==> src/sv/silence_split_segment_detector_unit_assert.svh <==
// Assertion macros for the silence split segment detector.
// Expects clk and rst_n in the scope where a macro is used.
`ifndef SILENCE_SPLIT_SEGMENT_DETECTOR_UNIT_ASSERT_SVH
`define SILENCE_SPLIT_SEGMENT_DETECTOR_UNIT_ASSERT_SVH

// Consequent must hold in the same cycle as the antecedent
`define SSD_ASSERT_NOW(lbl, ante, cons, msg) \
    lbl: assert property (@(posedge clk) disable iff (!rst_n) (ante) |-> (cons)) \
        else $error(msg);

// Consequent must hold in the cycle after the antecedent
`define SSD_ASSERT_NEXT(lbl, ante, cons, msg) \
    lbl: assert property (@(posedge clk) disable iff (!rst_n) (ante) |=> (cons)) \
        else $error(msg);

`endif

==> src/sv/ssd_pkg.sv <==
// Shared types and constants for the silence split segment detector.
// No dependencies; imported by every module of the block.
package ssd_pkg;

    // Field widths fixed by the interface
    localparam int SAMPLE_W   = 24;
    localparam int MAG_W      = 24;
    localparam int SIL_W      = 32;
    localparam int CHCNT_W    = 4;
    localparam int INDEX_W    = 16;
    localparam int FRAME_W    = 48;
    localparam int CFG_ADDR_W = 2;
    localparam int CFG_DATA_W = 32;

    // Defaults for the top level parameters
    localparam int DEF_MAX_CHANNELS  = 8;
    localparam int DEF_POSITION_BITS = 48;

    // Segments shorter than this many frames, unless closed by a flush, are outliers
    localparam int OUTLIER_FRAMES = 10;

    // Depth of the queue between front and back
    localparam int QUEUE_DEPTH = 4;

    // Register reset values
    localparam logic [MAG_W-1:0]   RST_THRESHOLD   = 24'd512;
    localparam logic [23:0]        RST_MIN_SILENCE = 24'd240000;
    localparam logic [CHCNT_W-1:0] RST_CHANNELS    = 4'd2;
    localparam logic [SIL_W-1:0]   RST_INIT_SIL    = 32'd384000;

    // Segment number after reset, so the first segment gets index zero
    localparam logic [INDEX_W-1:0] RST_SEGNUM = '1;

    // Configuration register indexes
    typedef enum logic [CFG_ADDR_W-1:0] {
        REG_SILENCE_THRESHOLD     = 2'd0,
        REG_MIN_SILENCE_FRAMES    = 2'd1,
        REG_CHANNEL_COUNT         = 2'd2,
        REG_INITIAL_SILENCE_COUNT = 2'd3
    } cfg_reg_t;

    // Input command codes
    typedef enum logic {
        CMD_SAMPLE = 1'b0,
        CMD_FLUSH  = 1'b1
    } cmd_t;

    // Result kind codes
    typedef enum logic {
        KIND_SEGMENT = 1'b0,
        KIND_OUTLIER = 1'b1
    } kind_t;

    // Back end sequencer states
    typedef enum logic [1:0] {
        BK_IDLE,
        BK_DIV,
        BK_EMIT
    } bk_state_t;

    typedef struct packed {
        logic                       cmd;
        logic signed [SAMPLE_W-1:0] sample;
    } in_item_t;

    typedef struct packed {
        logic               kind;
        logic [INDEX_W-1:0] segment_index;
        logic [FRAME_W-1:0] start_frame;
        logic [FRAME_W-1:0] end_frame;
        logic [MAG_W-1:0]   peak_level;
    } out_item_t;

    // Classified item handed from front to back
    typedef struct packed {
        logic             flush;
        logic             quiet;
        logic [MAG_W-1:0] mag;
    } cls_item_t;

    // Configuration register contents
    typedef struct packed {
        logic [MAG_W-1:0]   threshold;
        logic [23:0]        min_silence;
        logic [CHCNT_W-1:0] channels;
        logic [SIL_W-1:0]   init_silence;
    } cfg_t;

    // Back end status for checking
    typedef struct packed {
        logic dividing;
        logic emitting;
    } bk_status_t;

endpackage

==> src/sv/silence_split_segment_detector_unit.sv <==
// Silence split segment detector. Each sample transaction is classified on entry
// and queued; the back end retires one queued sample per cycle while in BK_IDLE.
// A sample that closes a segment, and a flush with an open segment, go through
// BK_DIV, where the bit-serial divider forms silence count over channel count,
// then BK_EMIT, which holds while the previous result still waits to be taken.
// The queue holds four items, and one result waits in the output register.
// Configuration writes are registered before use and must come while idle.
// Depends on ssd_pkg, ssd_front, ssd_queue, ssd_back and the assertion header.
`include "silence_split_segment_detector_unit_assert.svh"

module silence_split_segment_detector_unit #(
    parameter int MAX_CHANNELS  = ssd_pkg::DEF_MAX_CHANNELS,
    parameter int POSITION_BITS = ssd_pkg::DEF_POSITION_BITS
) (
    input  logic                                 clk,
    input  logic                                 rst_n,
    input  logic                                 cfg_we,
    input  logic [ssd_pkg::CFG_ADDR_W-1:0]       cfg_addr,
    input  logic [ssd_pkg::CFG_DATA_W-1:0]       cfg_wdata,
    input  ssd_pkg::in_item_t                    item,
    input  logic                                 push,
    output logic                                 full,
    output ssd_pkg::out_item_t                   result,
    output logic                                 empty,
    input  logic                                 pop
);
    import ssd_pkg::*;

    cfg_t       cfg_reg, cfg_next;
    logic       q_full, q_empty, q_push, q_pop;
    cls_item_t  q_wr_data, q_rd_data;
    bk_status_t bk_status;

    // Decode configuration writes
    always_comb
    begin
        cfg_next = cfg_reg;
        if (cfg_we)
        begin
            case (cfg_addr)
                REG_SILENCE_THRESHOLD:     cfg_next.threshold    = cfg_wdata[MAG_W-1:0];
                REG_MIN_SILENCE_FRAMES:    cfg_next.min_silence  = cfg_wdata[23:0];
                REG_CHANNEL_COUNT:         cfg_next.channels     = cfg_wdata[CHCNT_W-1:0];
                REG_INITIAL_SILENCE_COUNT: cfg_next.init_silence = cfg_wdata[SIL_W-1:0];
                default:                   cfg_next = cfg_reg;
            endcase
        end
    end

    always_ff @(posedge clk or negedge rst_n)
    begin
        if (!rst_n)
        begin
            cfg_reg.threshold    <= RST_THRESHOLD;
            cfg_reg.min_silence  <= RST_MIN_SILENCE;
            cfg_reg.channels     <= RST_CHANNELS;
            cfg_reg.init_silence <= RST_INIT_SIL;
        end
        else
        begin
            cfg_reg <= cfg_next;
        end
    end

    ssd_front u_front (
        .item   (item),
        .push   (push),
        .full   (full),
        .cfg    (cfg_reg),
        .q_full (q_full),
        .q_push (q_push),
        .q_data (q_wr_data)
    );

    ssd_queue u_queue (
        .clk     (clk),
        .rst_n   (rst_n),
        .wr_en   (q_push),
        .wr_data (q_wr_data),
        .rd_en   (q_pop),
        .rd_data (q_rd_data),
        .q_full  (q_full),
        .q_empty (q_empty)
    );

    ssd_back #(
        .MAX_CHANNELS  (MAX_CHANNELS),
        .POSITION_BITS (POSITION_BITS)
    ) u_back (
        .clk     (clk),
        .rst_n   (rst_n),
        .cfg     (cfg_reg),
        .q_empty (q_empty),
        .q_data  (q_rd_data),
        .q_pop   (q_pop),
        .empty   (empty),
        .pop     (pop),
        .result  (result),
        .status  (bk_status)
    );

    // An accepted transaction is queued on the next cycle
    `SSD_ASSERT_NEXT(a_push_queued, push && !full, !q_empty, "accepted item not queued")
    // A result is only written into an empty output register
    `SSD_ASSERT_NOW(a_emit_slot_free, bk_status.emitting, empty, "result overwritten")
    // Division starts only from an item taken off the queue
    `SSD_ASSERT_NOW(a_div_from_pop, $rose(bk_status.dividing), $past(q_pop),
                    "divider started without an item")

endmodule

==> src/sv/ssd_front.sv <==
// Front end: accepts input transactions and classifies each sample.
// Depends on ssd_pkg.
module ssd_front (
    input  ssd_pkg::in_item_t  item,
    input  logic               push,
    output logic               full,
    input  ssd_pkg::cfg_t      cfg,
    input  logic               q_full,
    output logic               q_push,
    output ssd_pkg::cls_item_t q_data
);
    import ssd_pkg::*;

    logic [MAG_W-1:0] raw;
    logic [MAG_W-1:0] mag;

    // Take magnitude of the two's complement sample
    assign raw = MAG_W'(item.sample);
    assign mag = raw[MAG_W-1] ? (~raw + MAG_W'(1)) : raw;

    // Accept whenever the queue has room
    assign full   = q_full;
    assign q_push = push && !q_full;

    // Classify: flush command, or quiet against the threshold
    always_comb
    begin
        q_data.flush = (item.cmd == CMD_FLUSH);
        q_data.quiet = (mag < cfg.threshold);
        q_data.mag   = mag;
    end

endmodule

==> src/sv/ssd_queue.sv <==
// Small queue between front and back ends of the segment detector.
// Depends on ssd_pkg.
module ssd_queue (
    input  logic               clk,
    input  logic               rst_n,
    input  logic               wr_en,
    input  ssd_pkg::cls_item_t wr_data,
    input  logic               rd_en,
    output ssd_pkg::cls_item_t rd_data,
    output logic               q_full,
    output logic               q_empty
);
    import ssd_pkg::*;

    localparam int PTR_W = (QUEUE_DEPTH > 1) ? $clog2(QUEUE_DEPTH) : 1;
    localparam int CNT_W = $clog2(QUEUE_DEPTH + 1);

    cls_item_t        slot_reg [QUEUE_DEPTH];
    logic [PTR_W-1:0] wr_ptr_reg, wr_ptr_next;
    logic [PTR_W-1:0] rd_ptr_reg, rd_ptr_next;
    logic [CNT_W-1:0] cnt_reg, cnt_next;
    logic             do_wr, do_rd;

    assign q_full  = (cnt_reg == CNT_W'(QUEUE_DEPTH));
    assign q_empty = (cnt_reg == '0);
    assign do_wr   = wr_en && !q_full;
    assign do_rd   = rd_en && !q_empty;
    assign rd_data = slot_reg[rd_ptr_reg];

    // Advance pointers with wrap at the depth
    always_comb
    begin
        wr_ptr_next = wr_ptr_reg;
        rd_ptr_next = rd_ptr_reg;
        cnt_next    = cnt_reg;
        if (do_wr)
        begin
            wr_ptr_next = (wr_ptr_reg == PTR_W'(QUEUE_DEPTH - 1)) ? '0 : wr_ptr_reg + 1'b1;
        end
        if (do_rd)
        begin
            rd_ptr_next = (rd_ptr_reg == PTR_W'(QUEUE_DEPTH - 1)) ? '0 : rd_ptr_reg + 1'b1;
        end
        if (do_wr && !do_rd)
        begin
            cnt_next = cnt_reg + 1'b1;
        end
        else if (do_rd && !do_wr)
        begin
            cnt_next = cnt_reg - 1'b1;
        end
    end

    always_ff @(posedge clk or negedge rst_n)
    begin
        if (!rst_n)
        begin
            wr_ptr_reg <= '0;
            rd_ptr_reg <= '0;
            cnt_reg    <= '0;
        end
        else
        begin
            wr_ptr_reg <= wr_ptr_next;
            rd_ptr_reg <= rd_ptr_next;
            cnt_reg    <= cnt_next;
        end
    end

    // Store the entry; payload needs no reset
    always_ff @(posedge clk)
    begin
        if (do_wr)
        begin
            slot_reg[wr_ptr_reg] <= wr_data;
        end
    end

endmodule

==> src/sv/ssd_back.sv <==
// Back end: segment state, bit-serial divider and result register.
// Depends on ssd_pkg.
module ssd_back #(
    parameter int MAX_CHANNELS  = ssd_pkg::DEF_MAX_CHANNELS,
    parameter int POSITION_BITS = ssd_pkg::DEF_POSITION_BITS
) (
    input  logic                   clk,
    input  logic                   rst_n,
    input  ssd_pkg::cfg_t          cfg,
    input  logic                   q_empty,
    input  ssd_pkg::cls_item_t     q_data,
    output logic                   q_pop,
    output logic                   empty,
    input  logic                   pop,
    output ssd_pkg::out_item_t     result,
    output ssd_pkg::bk_status_t    status
);
    import ssd_pkg::*;

    localparam int CH_W   = $clog2(MAX_CHANNELS + 1);
    localparam int CP_W   = (MAX_CHANNELS > 1) ? $clog2(MAX_CHANNELS) : 1;
    localparam int NEED_W = 24 + CH_W;
    localparam int CNT_W  = $clog2(SIL_W);
    localparam int PB     = POSITION_BITS;

    bk_state_t         st_reg, st_next;
    logic [PB-1:0]     frame_reg, frame_next;
    logic [CP_W-1:0]   chan_reg, chan_next;
    logic [SIL_W-1:0]  sil_reg, sil_next;
    logic [PB-1:0]     start_reg, start_next;
    logic [MAG_W-1:0]  peak_reg, peak_next;
    logic [INDEX_W-1:0] segnum_reg, segnum_next;
    logic              flush_reg, flush_next;
    logic [MAG_W-1:0]  mag_reg, mag_next;
    logic [CH_W-1:0]   rem_reg, rem_next;
    logic [SIL_W-1:0]  quo_reg, quo_next;
    logic [CNT_W-1:0]  cnt_reg, cnt_next;
    logic [CH_W-1:0]   eff_ch_reg, eff_ch_next;
    logic [NEED_W-1:0] need_reg, need_next;
    logic              out_valid_reg, out_valid_next;
    out_item_t         out_reg, out_next;

    logic [CP_W:0]     chan_inc;
    logic              chan_wrap;
    logic [CP_W-1:0]   adv_chan;
    logic [PB-1:0]     adv_frame;
    logic              seg_open;
    logic              enough;
    logic [CH_W:0]     shifted;
    logic              div_ge;
    logic [PB-1:0]     end_pos;
    logic [PB-1:0]     seg_len;
    logic              outlier;
    logic [63:0]       start_wide;
    logic [63:0]       end_wide;

    // Clamp channel count and form the silence needed for a new segment
    always_comb
    begin
        if (cfg.channels == '0)
        begin
            eff_ch_next = CH_W'(1);
        end
        else if ((CH_W + CHCNT_W)'(cfg.channels) > (CH_W + CHCNT_W)'(MAX_CHANNELS))
        begin
            eff_ch_next = CH_W'(MAX_CHANNELS);
        end
        else
        begin
            eff_ch_next = CH_W'(cfg.channels);
        end
        need_next = NEED_W'(cfg.min_silence) * NEED_W'(eff_ch_next);
    end

    // Channel and frame advance after a sample
    assign chan_inc  = {1'b0, chan_reg} + (CP_W + 1)'(1);
    assign chan_wrap = ((CH_W + CP_W + 1)'(chan_inc) >= (CH_W + CP_W + 1)'(eff_ch_reg));
    assign adv_chan  = chan_wrap ? '0 : chan_inc[CP_W-1:0];
    assign adv_frame = chan_wrap ? frame_reg + PB'(1) : frame_reg;

    assign seg_open = (start_reg != '0);
    assign enough   = (sil_reg >= SIL_W'(need_reg));

    // One restoring divider step: silence count over channel count
    assign shifted = {rem_reg, quo_reg[SIL_W-1]};
    assign div_ge  = (shifted >= {1'b0, eff_ch_reg});

    // Segment end and length from the quotient
    assign end_pos = frame_reg - PB'(quo_reg) + (flush_reg ? PB'(1) : PB'(0));
    assign seg_len = end_pos - start_reg;
    assign outlier = !flush_reg && (seg_len < PB'(OUTLIER_FRAMES));

    assign start_wide = 64'(start_reg);
    assign end_wide   = 64'(end_pos);

    // Sequencer: take items, divide when a segment closes, emit the result
    always_comb
    begin
        st_next        = st_reg;
        frame_next     = frame_reg;
        chan_next      = chan_reg;
        sil_next       = sil_reg;
        start_next     = start_reg;
        peak_next      = peak_reg;
        segnum_next    = segnum_reg;
        flush_next     = flush_reg;
        mag_next       = mag_reg;
        rem_next       = rem_reg;
        quo_next       = quo_reg;
        cnt_next       = cnt_reg;
        out_valid_next = out_valid_reg;
        out_next       = out_reg;
        q_pop          = 1'b0;
        status         = '0;

        // Drop the result once taken
        if (pop && out_valid_reg)
        begin
            out_valid_next = 1'b0;
        end

        case (st_reg)
            BK_IDLE:
            begin
                if (!q_empty)
                begin
                    q_pop = 1'b1;
                    if (q_data.flush)
                    begin
                        if (seg_open)
                        begin
                            flush_next = 1'b1;
                            mag_next   = q_data.mag;
                            rem_next   = '0;
                            quo_next   = sil_reg;
                            cnt_next   = '0;
                            st_next    = BK_DIV;
                        end
                        else
                        begin
                            frame_next  = '0;
                            chan_next   = '0;
                            sil_next    = cfg.init_silence;
                            start_next  = '0;
                            peak_next   = '0;
                            segnum_next = RST_SEGNUM;
                        end
                    end
                    else if (q_data.quiet)
                    begin
                        if (sil_reg != '1)
                        begin
                            sil_next = sil_reg + 1'b1;
                        end
                        frame_next = adv_frame;
                        chan_next  = adv_chan;
                    end
                    else if (enough && seg_open)
                    begin
                        flush_next = 1'b0;
                        mag_next   = q_data.mag;
                        rem_next   = '0;
                        quo_next   = sil_reg;
                        cnt_next   = '0;
                        st_next    = BK_DIV;
                    end
                    else
                    begin
                        // Loud sample with no segment to close
                        if (enough)
                        begin
                            segnum_next = segnum_reg + 1'b1;
                            start_next  = frame_reg;
                            peak_next   = q_data.mag;
                        end
                        else if (peak_reg < q_data.mag)
                        begin
                            peak_next = q_data.mag;
                        end
                        sil_next   = '0;
                        frame_next = adv_frame;
                        chan_next  = adv_chan;
                    end
                end
            end

            BK_DIV:
            begin
                status.dividing = 1'b1;
                rem_next = div_ge ? CH_W'(shifted - {1'b0, eff_ch_reg}) : shifted[CH_W-1:0];
                quo_next = {quo_reg[SIL_W-2:0], div_ge};
                cnt_next = cnt_reg + 1'b1;
                if (cnt_reg == CNT_W'(SIL_W - 1))
                begin
                    st_next = BK_EMIT;
                end
            end

            BK_EMIT:
            begin
                if (!out_valid_reg)
                begin
                    status.emitting        = 1'b1;
                    out_valid_next         = 1'b1;
                    out_next.kind          = outlier ? KIND_OUTLIER : KIND_SEGMENT;
                    out_next.segment_index = segnum_reg;
                    out_next.start_frame   = start_wide[FRAME_W-1:0];
                    out_next.end_frame     = end_wide[FRAME_W-1:0];
                    out_next.peak_level    = peak_reg;
                    if (flush_reg)
                    begin
                        frame_next  = '0;
                        chan_next   = '0;
                        sil_next    = cfg.init_silence;
                        start_next  = '0;
                        peak_next   = '0;
                        segnum_next = RST_SEGNUM;
                    end
                    else
                    begin
                        // An outlier keeps its index for the next segment
                        if (!outlier)
                        begin
                            segnum_next = segnum_reg + 1'b1;
                        end
                        start_next = frame_reg;
                        peak_next  = mag_reg;
                        sil_next   = '0;
                        frame_next = adv_frame;
                        chan_next  = adv_chan;
                    end
                    st_next = BK_IDLE;
                end
            end

            default:
            begin
                st_next = BK_IDLE;
            end
        endcase
    end

    assign empty  = !out_valid_reg;
    assign result = out_reg;

    always_ff @(posedge clk or negedge rst_n)
    begin
        if (!rst_n)
        begin
            st_reg        <= BK_IDLE;
            frame_reg     <= '0;
            chan_reg      <= '0;
            sil_reg       <= RST_INIT_SIL;
            start_reg     <= '0;
            peak_reg      <= '0;
            segnum_reg    <= RST_SEGNUM;
            eff_ch_reg    <= CH_W'(RST_CHANNELS);
            need_reg      <= NEED_W'(RST_MIN_SILENCE) * NEED_W'(RST_CHANNELS);
            out_valid_reg <= 1'b0;
            cnt_reg       <= '0;
        end
        else
        begin
            st_reg        <= st_next;
            frame_reg     <= frame_next;
            chan_reg      <= chan_next;
            sil_reg       <= sil_next;
            start_reg     <= start_next;
            peak_reg      <= peak_next;
            segnum_reg    <= segnum_next;
            eff_ch_reg    <= eff_ch_next;
            need_reg      <= need_next;
            out_valid_reg <= out_valid_next;
            cnt_reg       <= cnt_next;
        end
    end

    // Payload and divider datapath
    always_ff @(posedge clk)
    begin
        flush_reg <= flush_next;
        mag_reg   <= mag_next;
        rem_reg   <= rem_next;
        quo_reg   <= quo_next;
        out_reg   <= out_next;
    end

endmodule

==> config.mk <==
export PLATFORM = sky130hd
export DESIGN_NAME = silence_split_segment_detector_unit
export DESIGN_NICKNAME = d
export VERILOG_FILES = /design/src/sv/ssd_pkg.sv /design/src/sv/silence_split_segment_detector_unit.sv /design/src/sv/ssd_front.sv /design/src/sv/ssd_queue.sv /design/src/sv/ssd_back.sv
export VERILOG_INCLUDE_DIRS = /design/src /design/src/sv
export SDC_FILE = /design/constraint.sdc
export NUM_CORES = 1
export LEC_CHECK = 0
export BUFFER_PORTS_ARGS = -buffer_cell sky130_fd_sc_hd__buf_2
export CELL_PAD_IN_SITES_DETAIL_PLACEMENT = 1
export CELL_PAD_IN_SITES_GLOBAL_PLACEMENT = 1
export CORE_MARGIN = 2
export CORE_UTILIZATION = 29
export DETAILED_ROUTE_END_ITERATION = 12
export PLACE_DENSITY = 0.53
export RECOVER_POWER = 25
export SLEW_MARGIN = 20
export SYNTH_ARGS = -nofsm -noshare
export SYNTH_HDL_FRONTEND = slang
export SYNTH_HIERARCHICAL = 1
export SYNTH_SLANG_ARGS = --single-unit
==> constraint.sdc <==
create_clock -name clk -period 13.9 [get_ports clk]
set_clock_uncertainty 0.05 [all_clocks]
set_input_delay 0.695 -clock clk [delete_from_list [all_inputs] [get_ports clk]]
set_output_delay 0.695 -clock clk [all_outputs]
set_load 0.1 [all_outputs]
Yosys cells after proc, flatten, opt, wreduce, memory -nomap -nowiden
Memory sizes are Yosys's and may differ from the RTL's.
Cells that the tools add are included.
- latch bits: 0
- word-level logic and storage cells: 220
- memory bits (writable): 104
- memories: 1
- bits of input ports: 64
- memory bits (read-only): 0
- output and inout bits: 139
- bits in registers: 500
- shift-type cells: 0
- reductions and logical operators: 36
- equal/unequal tests: 25
- add/sub/neg operators: 14
- multiplexer cells: 106
- bitwise gates (word level): 3
- div/mod/pow operators: 0
- $mul: 1
- magnitude comparators: 7
- memories (name ; depth ; width ; read ports ; clocked after Yosys merged registers in ; wr ports ; line ; RTL):
    u_queue.slot_reg ; 4 ; 26 ; 1 ; 0 ; 1 ; ssd_queue.sv:18 ; cls_item_t slot_reg [QUEUE_DEPTH];
- operators with widths (operator ; number):
    two-way mux 48 bit ; 15
    two-way mux 32 bit ; 13
    two-way mux 24 bit ; 14
    one-hot mux 48 bit (2 select lines) ; 2
    two-way mux 16 bit ; 9
    one-hot mux 32 bit (2 select lines) ; 2
    adder 48 x 1 -> 48 bit (second input constant) ; 1
    adder 48 bit ; 1
    less-than comparator 24 bit ; 2
    less-than comparator 48 x 4 -> 1 bit (second input constant) ; 1
    one-hot mux 24 bit (2 select lines) ; 1
    nonzero test 48 bit ; 1
    subtractor 48 x 32 -> 48 bit ; 1
    subtractor 48 bit ; 1
    adder 32 x 1 -> 32 bit (second input constant) ; 1
    greater-or-equal comparator 32 x 28 -> 1 bit ; 1
    two-way mux 4 bit ; 8
    inequality test 32 bit (second input constant) ; 1
    one-hot mux 16 bit (2 select lines) ; 1
    two-way mux 3 bit ; 10
    multiplier 24 x 4 -> 28 bit ; 1
    two-way mux 5 bit ; 5
    adder 24 x 1 -> 24 bit (second input constant) ; 1
    inverter 24 bit ; 1
    other kinds (39) ; 98

Logic depth before layout (Yosys ltp)
Gate-level depths: netlist of run 1.
- depth after elaboration: 9
- depth in mapped cells: 34

By module
Netlist of run 1, hierarchy kept.
- by module, submodules not included (module ; instances ; area an instance (um^2) ; cells each):
    ssd_back ; 1 ; 26929.6 ; 2825
    ssd_queue ; 1 ; 4197.8 ; 173
    silence_split_segment_detector_unit ; 1 ; 3151.8 ; 179
    ssd_front ; 1 ; 1086.0 ; 152

Worst setup path before layout of run 1
Ideal clock, no wire load.
- path kind: register to register
- from: register u_back.st_reg[0]
- to: register u_back.peak_reg[10]
- setup slack: 5884 ps
- data arrival time: 7842 ps
- clock period less this slack: 8016 ps
- cell stages (with the launch flop): 8
- cell sequence: dfrtp_1 > clkbuf_1 > inv_1 > nand2_1 > nor2_1 > nand3b_1 > clkbuf_1 > mux2_2
- longest elaborated chain between the ends: 3
- ends and longest elaborated chain (what ; line ; RTL):
    start: declaration ; ssd_back.sv:26 ; bk_state_t st_reg, st_next;
    start signal: assignment ; ssd_back.sv:264 ; st_reg <= st_next;
    equality test 2 bit or zero test 2 bit (tied branches) ; ssd_back.sv:122 ; case (st_reg)
    inequality test 2 bit (no source line) (tied with other cells) ; n/a ;
    AND reduction 7 bit (no source line) ; n/a ;
    end signal: assignment ; ssd_back.sv:269 ; peak_reg <= peak_next;
    end: declaration ; ssd_back.sv:31 ; logic [MAG_W-1:0] peak_reg, peak_next;
Several ways; a longest one is shown, not always the timed one.
A chain may end at the register's enable or synchronous reset.

Worst setup path after layout of run 1
- from: register u_back.flush_reg
- to: register u_back.segnum_reg[6]
- longest elaborated chain between the ends: 7
- ends and longest elaborated chain (what ; line ; RTL):
    start: declaration ; ssd_back.sv:33 ; logic flush_reg, flush_next;
    start signal: assignment ; ssd_back.sv:281 ; flush_reg <= flush_next;
    two-way mux 1 bit ; ssd_back.sv:89 ; assign end_pos = frame_reg - PB'(quo_reg) + (flush_reg ? PB'(1) : PB'(0));
    adder 48 bit ; ssd_back.sv:89 ;
    net u_back.end_pos[37] ; ssd_back.sv:51 ; logic [PB-1:0] end_pos;
    subtractor 48 bit ; ssd_back.sv:90 ; assign seg_len = end_pos - start_reg;
    less-than comparator 48 x 4 -> 1 bit ; ssd_back.sv:91 ; assign outlier = !flush_reg && (seg_len < PB'(OUTLIER_FRAMES));
    logical AND 1 bit ; ssd_back.sv:91 ;
    inequality test 3 x 2 -> 1 bit (no source line) ; n/a ;
    AND reduction 8 bit (no source line) ; n/a ;
    end signal: assignment ; ssd_back.sv:270 ; segnum_reg <= segnum_next;
    end: declaration ; ssd_back.sv:32 ; logic [INDEX_W-1:0] segnum_reg, segnum_next;
The timed path passes the listed nets, and every way through them passes these cells. The select of a mux whose other input is x is not followed.

==> results of run 1 <==
## worst max-delay path, delay by kind of cell (launching register included)
| kind | cells | cell delay [ns] |
|---|---|---|
| flops | 1 | 0.57 |
| fa+ha+maj | 3 | 0.81 |
| xor+xnor | 1 | 0.32 |
| compound gates | 15 | 4.04 |
| simple gates | 10 | 3.66 |
| buf+inv | 2 | 0.14 |
## layer usage
layer	routed length (um)	part of all wire	vias to the layer above	track usage
li1	-	-	12500	-
met2	54400	0.47	398	0.304
met3	3440	0.030	129	0.0226
met5	13	0.00011	-	0
met1	55200	0.48	13400	0.257
met4	2770	0.024	2	0.0471
## power by group
part           total [mW]  leakage [nW]  switching (mW)  internal [mW]
clock network        2.01          1.23           0.840           1.17
logic                3.43          9.13            2.21           1.21
registers            2.61          6.49           0.263           2.35
## through the flow
step | cell area, um^2 | power, mW | util
CTS | 40800 | 8.18 | 0.336
finish | 40800 | 8.04 | 0.336
detailed placement | 38300 | 6.12 | 0.315
global route | 40800 | 8.64 | 0.336
floorplan | 35400 | 4.90 | -
global placement | 38300 | 6.08 | 0.315
## area by class of cell
type                    count  area [um^2]  share of cell area
multi-input cells        2328        17200               0.423
flip-flops and latches    604        16700               0.409
clock buffers             107         2150              0.0527
well taps                1625         2030              0.0499
repair buffers            237         1260              0.0309
inverters                 267         1000              0.0246
clock inverters            35          400             0.00982
diodes                      1         2.50           0.0000614
## cell usage in the layout, fill, tap and decap left out, types with 76 or more instances in the layout
master and n:
mux2_2 111, nor2_1 187, nand3_1 119, buf_2 196, a21oi_1 180, o21ai_0 244, edfxtp_1 302, ha_1 265
dfrtp_1 254, inv_1 267, clkbuf_16 76, xnor2_1 84, nand2_1 260
## worst min path at each step
stage | startpoint | endpoint | slack (ns) | cells after the start
after global routing | cfg_wdata[31] | cfg_reg[31] | 0.17 | 2
final | cfg_wdata[30] | cfg_reg[30] | 0.20 | 2
after CTS | rst_n | u_back/start_reg[45] | 0.08 | 1
after detailed placement | u_back/peak_reg[18] | u_back/result[18] | 0.41 | 0
after floorplan | rst_n | cfg_reg[0] | 0.35 | 0
after global placement | u_back/peak_reg[0] | u_back/result[0] | 0.40 | 0
==> qor.csv, run 1 <==
metric,value,unit
status,"complete, but fails checks",
failing checks,"max-capacitance violations, max-slew violations",
Crit path required time,14.38,ns
Mapped Area,35400,um^2
endpoint class of the critical path,flip-flop,
worst reg2reg setup slack,4.18,ns
max cap viols,4,
initial antenna violation count,1,
chip width,353,um
kind of critical path,flip-flop to flip-flop,
Critical path origin,u_back/flush_reg,
Core Area,121000,um^2
routed wire length,116000,um
worst-path maximum fanout,16,
count of port buffers added during placement,202,
Gate Count Post-Synth,3328,
Worst EP arrival,10.20,ns
hold slack,0.205,ns
DP Worst Slack,4.13,ns
H-Tree Depth,3,
Power Dens Cells,197,nW/um^2
clk slew on worst S/H paths,0.06,ns
clk buf depth,3,
Post-CTS Setup Repair Bufs,0,
total CTS buffers,76,
worst vdd ir,0.114,mV
Reg-to-Reg End,u_back/segnum_reg[6],
Tightest Pin Transition,6.54,ns
Final period util,0.700,
Overflow after GRT,0,
Startpoint Class,flip-flop,
gpl congestion,0.898,
IO Pins,203,
R2R Path Start,u_back/flush_reg,
Period minus WS final,9.72,ns
path depth of the worst reg2reg path,31,
dpl hpwl,86600,um
hold_buf cts,0,
DP Cell Count,5061,
share of post-route cells with drive strength above 1,0.159,
largest net degree at the start of global routing,153,
via count,26400,
Most Frequent Cell on Critical Path,nand4_1,
drt pass-1 iters,5,
Synth-to-Final Area Change,15.3,%
post-route insts no fill,5204,
row count,128,
routed length per placed instance,22.3,um
DR DRC count,0,
Skew-Pair Late Insertion Delay,0.67,ns
DR vias/cell,5.07,
unrepaired setup endpoints after global routing,false,
die outline height,353,um
GR Util All Layers,0.185,
Setup TNS,0,ns
leakage,16.8,nW
Initial Util,0.291,
CTS tree,yes,
crit-path max cell delay,0.87,ns
Final Hold Viols,0,
Post-Syn Area per Cell,10.6,um^2
critical path capture point,u_back/segnum_reg[6],
initial drt markers,1539,
Slew headroom,-3.36,
fin nets,3891,
Mapped Nets,3705,
FMAX,0.103,GHz
fin. max-slew vios,211,
fillcell total,13700,
die area,125000,um^2
synth warn,6,
max reg flops,137,
CTS Root Cell,clkbuf_16,
worst hold path class,input port to flip-flop,
highest-delay cell along the critical path,nand4_1,
global-route wire length before repair,178000,um
Sink Count,604,
"Gates resized, CTS repair",0,
ANT nets after route,0,
vias in the first global route,27700,
final worst slack,4.18,ns
Final Setup Violations,0,
(Power assumes the default switching activity.)
==> inputs of run 2 (changes only) <==
- clock period: 13.9 -> 9.4 ns (I/O delays scaled with it)
==> run 2 against run 1 <==
Effect of this change:
- the flow still finishes with violations (max-capacitance violations, max-slew violations)
- global-route usage down 0.13 points
- worst setup slack worse by 3.5 ns
- clock-buffer cell count fell by 5
- clock power is 59% higher
- register-to-register slack lost 3.5 ns
- die area is the same
- cell area increased by 0.84%
- highest routed layer is now met4
- wire length is 0.45% lower
==> qor.csv, run 2 (same netlist as run 1, synthesis figures left out) <==
metric,value,unit,change
endpoint class of the critical path,flip-flop,,
max reg flops,137,,unchanged
CTS tree,yes,,
Hold EP,cfg_reg[10],,
Skew-Pair Late Insertion Delay,0.65,ns,-0.02 ns
Multi-input gate area,17200,um^2,about the same
Final Hold Viols,0,,unchanged
vias in the first global route,27700,,+0.29%
Worst Hold Depth,2,,unchanged
Sink Count,604,,unchanged
die area,125000,um^2,unchanged
IO Pins,203,,unchanged
status,"complete, but fails checks",,
R2R Path Start,u_back/frame_reg[2],,
hold_sp,cfg_wdata[10],,
failing checks,"max-capacitance violations, max-slew violations",,
Setup TNS,0,ns,unchanged
initial antenna violation count,4,,+3
die outline height,353,um,unchanged
Period minus WS final,8.68,ns,-1.04 ns
fin nets,3905,,+0.36%
dpl hpwl,85700,um,-1.1%
H-Tree Depth,3,,unchanged
worst reg2reg setup slack,0.72,ns,-3.46 ns
crit-path max cell delay,0.55,ns,-0.32 ns
total CTS buffers,77,,+1.3%
routed wire length,115000,um,-0.45%
Final period util,0.924,,+0.224
clk slew on worst S/H paths,0.06,ns,about the same
hold_buf cts,11,,+11
FMAX,0.115,GHz,+12%
register area,16700,um^2,unchanged
worst vdd ir,0.148,mV,+30%
DR vias/cell,5.08,,+0.22%
"leading cell type in the layout, fill and taps excluded",edfxtp_1,,
CTS Root Cell,clkbuf_16,,
clk buf depth,3,,unchanged
gpl congestion,0.917,,+2.1%
drt pass-1 iters,7,,+2
Core Area,121000,um^2,unchanged
ANT nets after route,0,,unchanged
unrepaired setup endpoints after global routing,false,,
Tightest Pin Transition,6.89,ns,+0.344 ns
DR DRC count,0,,unchanged
"Gates resized, CTS repair",0,,unchanged
Overflow after GRT,0,,unchanged
routed length per placed instance,22.1,um,-0.75%
Slew headroom,-3.59,,-0.229
Power Dens Cells,295,nW/um^2,+50%
Most Frequent Cell on Critical Path,nand4_1,,
leakage,17.0,nW,+0.87%
Reg-to-Reg End,u_back/segnum_reg[6],,
Initial Util,0.291,,unchanged
max cap viols,4,,unchanged
Post-CTS Setup Repair Bufs,0,,unchanged
via count,26500,,+0.53%
fin. max-slew vios,196,,-7.1%
row count,128,,unchanged
DP Cell Count,5063,,+0.040%
Startpoint Class,flip-flop,,
kind of critical path,flip-flop to flip-flop,,
Final Setup Violations,0,,unchanged
Crit path required time,9.87,ns,-4.51 ns
"commonest cells after routing, fill and taps aside","edfxtp_1 (302), inv_1 (267), ha_1 (265), nand2_1 (260), dfrtp_1 (254)",,
global-route wire length before repair,177000,um,-0.30%
path depth of the worst reg2reg path,31,,unchanged
share of post-route cells with drive strength above 1,0.159,,+0.000451
GR Util All Layers,0.184,,-0.00128
post-route insts no fill,5220,,+0.31%
Worst EP arrival,9.16,ns,-1.04 ns
worst hold path class,input port to flip-flop,,
count of port buffers added during placement,202,,unchanged
fillcell total,13600,,-0.42%
Synth-to-Final Area Change,16.2,%,
largest net degree at the start of global routing,139,,-9.2%
chip width,353,um,unchanged
highest-delay cell along the critical path,or4b_4,,
worst-path maximum fanout,16,,unchanged
initial drt markers,1414,,-8.1%
[run 2: layout make-up]
cell class | count | area share
tap | 1625 | 0.0495
timing repair buffer | 250 | 0.0339
antenna | 2 | 0.000122
clock buffer | 102 | 0.0517
sequential | 604 | 0.406
inverter | 267 | 0.0244
multi-input combinational | 2328 | 0.419
clock inverter | 42 | 0.0152
[run 2: metal layers]
layer | global-route usage | vias to the layer above | wire length, um
li1 | - | 12500 | -
met5 | 0 | - | 0
met3 | 0.0233 | 147 | 3660
met2 | 0.301 | 447 | 53900
met4 | 0.0511 | 0 | 3000
met1 | 0.254 | 13400 | 54800
[run 2: power breakdown]
| part | leakage, nW | total (mW) | switching [mW] | internal (mW) |
|---|---|---|---|---|
| logic | 9.19 | 5.07 | 3.27 | 1.80 |
| registers | 6.49 | 3.87 | 0.396 | 3.47 |
| clock network | 1.31 | 3.20 | 1.24 | 1.96 |
| total | 17.0 | 12.1 | 4.91 | 7.23 |
[run 2: worst max path at each step]
stage / depth (start not counted) / from / slack, ns / to
after floorplan: 7 / u_back/st_reg[0] / 1.38 / u_back/peak_reg[10]
after CTS: 31 / u_back/frame_reg[2] / 0.71 / u_back/segnum_reg[6]
after global placement: 31 / u_back/frame_reg[2] / 0.83 / u_back/segnum_reg[6]
final: 31 / u_back/frame_reg[2] / 0.72 / u_back/segnum_reg[6]
after global routing: 31 / u_back/frame_reg[2] / 0.08 / u_back/segnum_reg[6]
after detailed placement: 31 / u_back/frame_reg[2] / 0.78 / u_back/segnum_reg[6]
[run 2: worst max-delay path, delay by kind of cell, from the launching register on]
family,cells,cell delay (ns)
buffers and inverters,2,0.44
XOR/XNOR,1,0.19
AO/OA/AOI/OAI,15,3.84
adder cells (fa/ha/maj),3,1.16
flip-flops,1,0.51
AND/OR/NAND/NOR,10,2.38
[run 2: stage by stage]
| stage | cell area, um^2 | hold WS, ns | total power [mW] | setup slack, ns | utilization |
|---|---|---|---|---|---|
| 6_report | 41100 | 0.0809 | 12.1 | 0.716 | 0.339 |
| 3_3_place_gp | 38300 | 0.391 | 8.96 | 0.831 | 0.315 |
| 5_1_grt | 41100 | 0.0555 | 13.0 | 0.0795 | 0.338 |
| 3_5_place_dp | 38300 | 0.409 | 9.01 | 0.785 | 0.315 |
| 4_1_cts | 41100 | 0.0414 | 12.3 | 0.712 | 0.339 |
| 2_1_floorplan | 35400 | 0.124 | 7.25 | 1.38 | - |
==> inputs of run 3 (changes only) <==
- REMOVE_ABC_BUFFERS: unset -> 1
==> run 3 against run 2 <==
Effect of this change:
- the run still ends with max-capacitance violations, max-slew violations left
- critical path depth did not move
- worst setup slack got worse by 0.046 ns
- clock-buffer cell count fell by 3
- via count fell by 0.40%
- clock power fell by 5%
- utilization fell by 0.092 points
- maximum frequency fell by 0.53%
- sequential share of layout area rose by 0.11 points
- combinational power barely moved
- non-clock buffer count rose by 4
- die area did not move
- first-iteration DRC count rose by 0.57%
- critical path type unchanged
- critical endpoint unchanged
==> qor.csv, run 3 (same netlist as run 1, synthesis figures left out) <==
metric,value,unit,change
endpoint class of the critical path,flip-flop,,
Skew-Pair Late Insertion Delay,0.68,ns,+0.03 ns
Worst Hold Depth,2,,unchanged
Most Frequent Cell on Critical Path,o21ai_0,,
via count,26400,,-0.40%
routed wire length,115000,um,-0.34%
IO Pins,203,,unchanged
"leading cell type in the layout, fill and taps excluded",edfxtp_1,,
highest-delay cell along the critical path,or4b_4,,
hold slack,0.0587,ns,-0.0222 ns
Crit path required time,9.90,ns,+0.03 ns
die area,125000,um^2,unchanged
FMAX,0.115,GHz,-0.53%
total CTS buffers,77,,unchanged
largest net degree at the start of global routing,159,,+14%
kind of critical path,flip-flop to flip-flop,,
initial drt markers,1422,,+0.57%
GR Util All Layers,0.182,,-0.00171
die outline height,353,um,unchanged
global-route wire length before repair,175000,um,-1.2%
count of port buffers added during placement,202,,unchanged
Tightest Pin Transition,5.95,ns,-0.934 ns
unrepaired setup endpoints after global routing,false,,
Final Setup Violations,0,,unchanged
Final period util,0.929,,+0.00489
failing checks,"max-capacitance violations, max-slew violations",,
fin nets,3909,,+0.10%
ANT nets after route,0,,unchanged
DR DRC count,0,,unchanged
CTS Root Cell,clkbuf_16,,
routed length per placed instance,22.0,um,-0.36%
chip width,353,um,unchanged
Initial Util,0.291,,unchanged
dpl hpwl,85600,um,-0.14%
leakage,16.9,nW,-0.32%
Slew headroom,-2.97,,+0.623
fin. max-slew vios,150,,-23%
Synth-to-Final Area Change,15.9,%,
Period minus WS final,8.73,ns,+0.0460 ns
Power Dens Cells,291,nW/um^2,-1.5%
DR vias/cell,5.06,,-0.41%
Post-CTS Setup Repair Bufs,0,,unchanged
Antenna Cells,0,,-2
worst hold path class,input port to flip-flop,,
"commonest cells after routing, fill and taps aside","edfxtp_1 (302), inv_1 (267), ha_1 (265), nand2_1 (260), dfrtp_1 (254)",,
Core Area,121000,um^2,unchanged
row count,128,,unchanged
Overflow after GRT,0,,unchanged
clk buf depth,3,,unchanged
initial antenna violation count,1,,-3
clk slew on worst S/H paths,0.06,ns,about the same
status,"complete, but fails checks",,
max reg flops,137,,unchanged
worst vdd ir,0.142,mV,-3.5%
Final Core Density,0.338,,-0.000917
crit-path max cell delay,0.55,ns,about the same
Worst EP arrival,9.23,ns,+0.07 ns
drt pass-1 iters,5,,-2
vias in the first global route,27300,,-1.6%
worst-path maximum fanout,16,,unchanged
Final Hold Viols,0,,unchanged
Startpoint Class,flip-flop,,
share of post-route cells with drive strength above 1,0.158,,-0.000967
H-Tree Depth,3,,unchanged
path depth of the worst reg2reg path,31,,unchanged
Sink Count,604,,unchanged
max cap viols,3,,-1
gpl congestion,0.908,,-1.0%
CTS tree,yes,,
Setup TNS,0,ns,unchanged
==> run 3: worst paths after layout <==
kind	from	endpoint	slack, ns
max	u_back/frame_reg[2]	u_back/segnum_reg[6]	0.67
min	cfg_wdata[0]	cfg_reg[0]	0.06
max reg2reg	u_back/frame_reg[2]	u_back/segnum_reg[6]	0.67
min reg2reg	u_back/peak_reg[0]	u_back/result[0]	0.42
max in group asynchronous	rst_n	u_queue/rd_ptr_reg[0]	3.00
min in group asynchronous	rst_n	u_back/start_reg[41]	2.53
==> run 3: timing repair <==
| item | CTS | global route |
|---|---|---|
| resized for setup | 0 | 0 |
| endpoints found under the hold margin | 88 | 0 |
| hold buffers | 13 | 0 |
==> run 3: through the flow <==
stage                     cell area [um^2]  std cells  setup slack, ns  power [mW]
after floorplan                      34800       3199             1.38        7.15
after global placement               38300       5063            0.904        8.94
after detailed placement             38300       5065            0.760        8.98
after CTS                            41000       5221            0.690        12.1
after global routing                 41000       5221           0.0481        12.8
final                                41000       5221            0.670        11.9
==> run 3: worst max-delay path, delay by kind of cell, from the launching register on <==
family                     cells  cell delay (ns)
buffers and inverters          2             0.40
adders and majority gates      3             1.12
DFF                            1             0.52
AOI/OAI and AO/OA             16             3.96
xor gates and xnor gates       1             0.41
and+or+nand+nor                9             2.14
==> run 3: metal layers <==
layer  track usage  up-vias  wire length [um]
li1              -    12500                 -
met1         0.249    13400             54400
met2         0.303      410             54300
met3        0.0218      124              3470
met4        0.0510        2              2800
met5             0        -                12
==> run 3: power breakdown <==
| group | internal, mW | switching, mW |
|---|---|---|
| sequential | 3.47 | 0.385 |
| clock | 1.75 | 1.28 |
| combinational | 1.80 | 3.24 |
==> run 3: area by class of cell <==
| type | instances | area [um^2] |
|---|---|---|
| Sequential cell | 604 | 16700 |
| Clock buffer | 99 | 2070 |
| Inverter | 267 | 1000 |
| Fill cell | 13600 | 80400 |
| Clock inverter | 44 | 552 |
| Timing Repair Buffer | 254 | 1430 |
| Multi-Input combinational cell | 2328 | 17200 |
| Tap cell | 1625 | 2030 |
